===== src/sv/mlb_pkg.sv =====
// Shared constants, types and elaboration-time tables for the morphing LFO bank.
// Depends on nothing; the bank, the 2^x unit and the testbench refer to it by scoped names.
package mlb_pkg;

	// Bank geometry
	localparam int VOICES           = 16;
	localparam int SINE_TABLE_DEPTH = 1024;
	localparam int PHASE_BITS       = 32;

	localparam int VOICE_AW  = (VOICES > 1) ? $clog2(VOICES) : 1;
	localparam int SIN_BITS  = $clog2(SINE_TABLE_DEPTH);
	localparam int EXP_STEPS = 12;
	localparam int CNT_W     = $clog2(EXP_STEPS);

	// Field widths
	localparam int INC_W   = 23;
	localparam int RATIO_W = 32;
	localparam int PROD_W  = INC_W + RATIO_W;

	// Configuration register indexes
	localparam int          CFG_IDX_W   = 1;
	localparam logic [0:0]  CFG_BIPOLAR = 1'b0;
	localparam logic [0:0]  CFG_INC     = 1'b1;
	localparam logic [22:0] INC_RESET   = 23'd89478;

	// Reset comparator thresholds, millivolts
	localparam int RST_HIGH = 2000;
	localparam int RST_LOW  = 100;

	// Quarter-sine polynomial, Q15
	localparam int SIN_A1 = 51472;
	localparam int SIN_A3 = 21024;
	localparam int SIN_A5 = 2320;

	// Integer square root, used only at elaboration
	function automatic logic [63:0] isqrt(input logic [63:0] v);
		logic [63:0] res;
		logic [63:0] bt;
		logic [63:0] rem;
		res = '0;
		bt  = 64'd1 << 62;
		rem = v;
		while (bt > rem)
			bt = bt >> 2;
		while (bt != 0) begin
			if (rem >= res + bt) begin
				rem = rem - (res + bt);
				res = (res >> 1) + bt;
			end else begin
				res = res >> 1;
			end
			bt = bt >> 2;
		end
		return res;
	endfunction

	// Q30 roots 2^(2^b/4096), b = 0..11, packed 32 bits each
	function automatic logic [EXP_STEPS*RATIO_W-1:0] make_roots();
		logic [EXP_STEPS*RATIO_W-1:0] tab;
		logic [63:0] r;
		tab = '0;
		r = isqrt(64'd1 << 61);
		tab[(EXP_STEPS-1)*RATIO_W +: RATIO_W] = r[RATIO_W-1:0];
		for (int b = EXP_STEPS - 1; b > 0; b--) begin
			r = isqrt(r << 30);
			tab[(b-1)*RATIO_W +: RATIO_W] = r[RATIO_W-1:0];
		end
		return tab;
	endfunction

	localparam logic [EXP_STEPS*RATIO_W-1:0] ROOTS = make_roots();

endpackage


===== src/sv/mlb_exp2.sv =====
// Iterative 2^(f/4096) in Q30: a rounded multiply by a stored root per set bit.
// Depends on mlb_pkg (root table, widths).
module mlb_exp2 (
	input  logic                          clk,
	input  logic                          arst_n,
	input  logic                          start,
	input  logic [mlb_pkg::EXP_STEPS-1:0] frac,
	output logic                          done,
	output logic [mlb_pkg::RATIO_W-1:0]   ratio
);

	logic [mlb_pkg::RATIO_W-1:0]   ratio_q;
	logic [mlb_pkg::EXP_STEPS-1:0] frac_q;
	logic [mlb_pkg::CNT_W-1:0]     cnt_q;
	logic                          busy_q;
	logic                          done_q;
	logic [mlb_pkg::RATIO_W-1:0]   root;
	logic [2*mlb_pkg::RATIO_W-1:0] prod;

	// Root for the current bit, rounded product
	assign root = mlb_pkg::ROOTS[cnt_q*mlb_pkg::RATIO_W +: mlb_pkg::RATIO_W];
	assign prod = ratio_q * root + (64'd1 << 29);

	// Control
	always_ff @(posedge clk or negedge arst_n) begin
		if (!arst_n) begin
			busy_q <= 1'b0;
			done_q <= 1'b0;
			cnt_q  <= '0;
		end else begin
			done_q <= 1'b0;
			if (start) begin
				busy_q <= 1'b1;
				cnt_q  <= '0;
			end else if (busy_q) begin
				if (cnt_q == mlb_pkg::CNT_W'(mlb_pkg::EXP_STEPS - 1)) begin
					busy_q <= 1'b0;
					done_q <= 1'b1;
				end else begin
					cnt_q <= cnt_q + 1'b1;
				end
			end
		end
	end

	// Accumulator
	always_ff @(posedge clk) begin
		if (start) begin
			ratio_q <= mlb_pkg::RATIO_W'(64'd1 << 30);
			frac_q  <= frac;
		end else if (busy_q && frac_q[cnt_q]) begin
			ratio_q <= prod[30 +: mlb_pkg::RATIO_W];
		end
	end

	assign done  = done_q;
	assign ratio = ratio_q;

endmodule


===== config.mk =====
export PLATFORM = sky130hd
export DESIGN_NAME = mlb_exp2
export DESIGN_NICKNAME = d
export VERILOG_FILES = /design/src/sv/mlb_pkg.sv /design/src/sv/mlb_exp2.sv
export SDC_FILE = /design/constraint.sdc
export NUM_CORES = 2
export LEC_CHECK = 0
export ABC_CLOCK_PERIOD_IN_PS = 9100
export BUFFER_PORTS_ARGS = -buffer_cell sky130_fd_sc_hd__buf_4
export CAP_MARGIN = 20
export CORE_MARGIN = 5
export CORE_UTILIZATION = 45
export CTS_CLUSTER_SIZE = 12
export DETAILED_ROUTE_END_ITERATION = 16
export SYNTH_ARGS = -nofsm -noshare
export SYNTH_HDL_FRONTEND = slang
export SYNTH_SLANG_ARGS = --single-unit

===== constraint.sdc =====
create_clock -name clk -period 9.1 [get_ports clk]
set_input_delay 1.365 -clock clk [delete_from_list [all_inputs] [get_ports clk]]
set_output_delay 1.365 -clock clk [all_outputs]
set_load 0.02 [all_outputs]

==> flow_summary.json <==
{
  "syn_area_um2": 34000,
  "yosysTopAreaCellShare": 0.493,
  "maxCapViolCount": 0,
  "required_ps": 9260,
  "fp.dieH_um": 285,
  "viasPerCell": 5.20,
  "ant_nets": 0,
  "end_kind": "register",
  "maxSlewHeadroom": 0.342,
  "hold_viol": 0,
  "cts.htree.levels": 2,
  "synth_common_cells": "inv_1, fa_1, and2_1",
  "path_clk_slew_ps": 70,
  "clock_sinks": 50,
  "cpMaxStageDelayCell": "fa_1",
  "tritoncts": "yes",
  "synthArstFlopShare": 0.120,
  "wl_mm": 96.4,
  "syn_inst": 3759,
  "final_cells": 4719,
  "synth_edf_count": 12,
  "fillers": 7160,
  "worstSetupPathType": "reg2reg",
  "highest_layer": "met5",
  "grt_overflow": 0,
  "tns_ps": 0,
  "status": "finished clean",
  "r2r_cells": 29,
  "grt_pass1_wl_mm": 155,
  "cp_top_family": "adder cells",
  "synth_top_cell_by_area": "fa_1",
  "drive_gt1_frac": 0.0720,
  "slowest_delay_ps": 600,
  "m1WireLength_mm": 39.9,
  "dp_hpwl_mm": 78.8,
  "clk_path_buf_depth": 2,
  "yosys_warnings": 0,
  "route.met2.wl_mm": 48.1,
  "crit_end": "ratio[28]$_SDFFE_PP0P_",
  "crit_fanout": 34,
  "synth_cell_types": 65,
  "cp-start-kind": "register",
  "yosysMostFrequentCell": "inv_1",
  "syn2layout_area_growth_pct": 7.57,
  "avgRoutedWirePerCell_um": 20.4,
  "io_buffer_count": 47,
  "grt_max_degree": 44,
  "core_um2": 74700,
  "cp-startpoint": "cnt_q[3]$_DFFE_PN0P_",
  "dp.cells": 4699,
  "start_util": 0.455,
  "post-route-period-util": 0.964,
  "clock-skew-final_ps": 11.0,
  "grt_pass1_vias": 27100,
  "synth_fp_nets": 4917,
  "top_level_ports": 48,
  "vias": 24500,
  "synthTopCellsByArea": "fa_1, ha_1, and2_1, inv_1, nand2_1",
  "cts_buffers": 5,
  "cp_common_cell": "fa_1",
  "routabilityCongestion": 0.954,
  "die_w_um": 285,
  "synth_area_per_cell_um2": 9.04,
  "timing.rr.end": "ratio[28]$_SDFFE_PP0P_",
  "timing.rr.start": "cnt_q[3]$_DFFE_PN0P_",
  "cp.depth": 29,
  "finalMaxSlewViolations": 0,
  "ys_seq_elements": 50,
  "hold_path_class": "reg2reg",
  "timing.fmax_mhz": 114,
  "antenna_found_initial": 8,
  "synth_ff_type": "dfxtp_1",
  "min_period_ps": 8780,
  "route.met3.wl_mm": 4.80,
  "final_nets": 4905,
  "rows": 100,
  "die-area_um2": 81100,
  "cp_num_buf_inv": 7,
  "seq_area_frac_synth": 0.0339,
  "arrival_ps": 8940,
  "tightestPinTransition_ps": 985,
  "grt_use_total": 0.244,
  "first_pass_iters": 5,
  "drc": 0,
  "drt_iter0_markers": 1386,
  "insertion_delay_ps": 300,
  "setup_violations": 0,
  "cts_root_buf": "clkbuf_16",
  "r2r_slack_ps": 320
}
-- flip-flops by register name, summed over array words and instances (netlist names) --
name,count
busy_q,1
done,1
frac_q,12
cnt_q,4
ratio,32
-- metrics by stage --
step	area, um2	hold slack (ps)	util	setup slack, ps
3_3_place_gp	36100	472	0.483	134
6_report	36500	495	0.489	325
4_1_cts	36300	496	0.486	42.5
2_1_floorplan	34000	576	-	424
3_5_place_dp	36100	481	0.483	99.3
5_1_grt	36500	540	0.489	-27.3
-- final cells by class --
| type | instances | area, um2 | area share |
|---|---|---|---|
| Antenna cell | 2 | 5.00 | 0.000137 |
| Clock buffer | 7 | 154 | 0.00421 |
| Clock inverter | 1 | 8.76 | 0.000240 |
| Inverter | 883 | 3310 | 0.0907 |
| Multi-Input combinational cell | 2604 | 28900 | 0.792 |
| Sequential cell | 50 | 1150 | 0.0315 |
| Tap cell | 969 | 1210 | 0.0332 |
| Timing Repair Buffer | 203 | 1740 | 0.0477 |
-- how the worst min path moves through the flow --
stage | from | to | cells after the start | slack [ps]
2_1_floorplan | busy_q$_DFF_PN0_ | cnt_q[1]$_DFFE_PN0P_ | 2 | 580
6_report | ratio[6]$_SDFFE_PP0P_ | ratio[6]$_SDFFE_PP0P_ | 2 | 490
4_1_cts | ratio[6]$_SDFFE_PP0P_ | ratio[6]$_SDFFE_PP0P_ | 2 | 500
3_3_place_gp | ratio[6]$_SDFFE_PP0P_ | ratio[6]$_SDFFE_PP0P_ | 2 | 470
5_1_grt | ratio[6]$_SDFFE_PP0P_ | ratio[6]$_SDFFE_PP0P_ | 2 | 540
3_5_place_dp | ratio[6]$_SDFFE_PP0P_ | ratio[6]$_SDFFE_PP0P_ | 2 | 480
-- per-layer routing --
layer / GRT usage / vias up
li1: - / 11000
met1: 0.323 / 12800
met2: 0.430 / 657
met3: 0.0194 / 146
met4: 0.0737 / 4
met5: 0 / -
-- timing repair --
item | 4_1_cts | 5_1_grt
endpoints found under the setup margin | 0 | 8
endpoints found under the hold margin | 0 | 0
buffers inserted | 0 | 9
resized for setup | 0 | 28
hold buffers | 0 | 0
-- placed cells by master, fill, tap and decap left out, types with 8 or more instances in the layout --
master    synthesis  routed
and3_1           56      56
buf_4             0     183
nand3_1          29      28
nand4_1           9       9
inv_1           882     882
nor2_1           49      44
nor3_1           11      11
and2_1          545     545
ha_1            307     303
xnor2_1          28      28
o21ai_0          38      32
dfxtp_1          32      32
a21oi_1          95      91
buf_12            0      15
nand2_1         427     427
a21o_1           25      25
fa_1            836     836
xor2_1            8       8
edfxtp_1         12      12
nor2b_1          37      36
-- worst reg2reg max path: cells and delay by family (launching register included) --
kind / cells / cell delay [ps]
AO/OA/AOI/OAI: 8 / 2000
adder cells (fa/ha/maj): 9 / 4470
flip-flops: 1 / 420
AND/OR/NAND/NOR: 5 / 810
buffers and inverters: 7 / 990
-- cells by family (layout without fill, tap and decap cells) --
family                   count (synthesis)  after routing  synth area share
flip-flops                              50             50            0.0339
other                                    0              2                 0
buffers and inverters                 1105           1094             0.122
multiplexers                             7              7           0.00332
XOR/XNOR                                36             36           0.00928
AO/OA/AOI/OAI                          234            234            0.0433
AND/OR/NAND/NOR                       1184           1184             0.182
adder cells (fa/ha/maj)               1143           1143             0.606
Power is left out: the tool's default activity adds up to more than one toggle a clock period on the data nets, which glitch-free logic cannot reach.
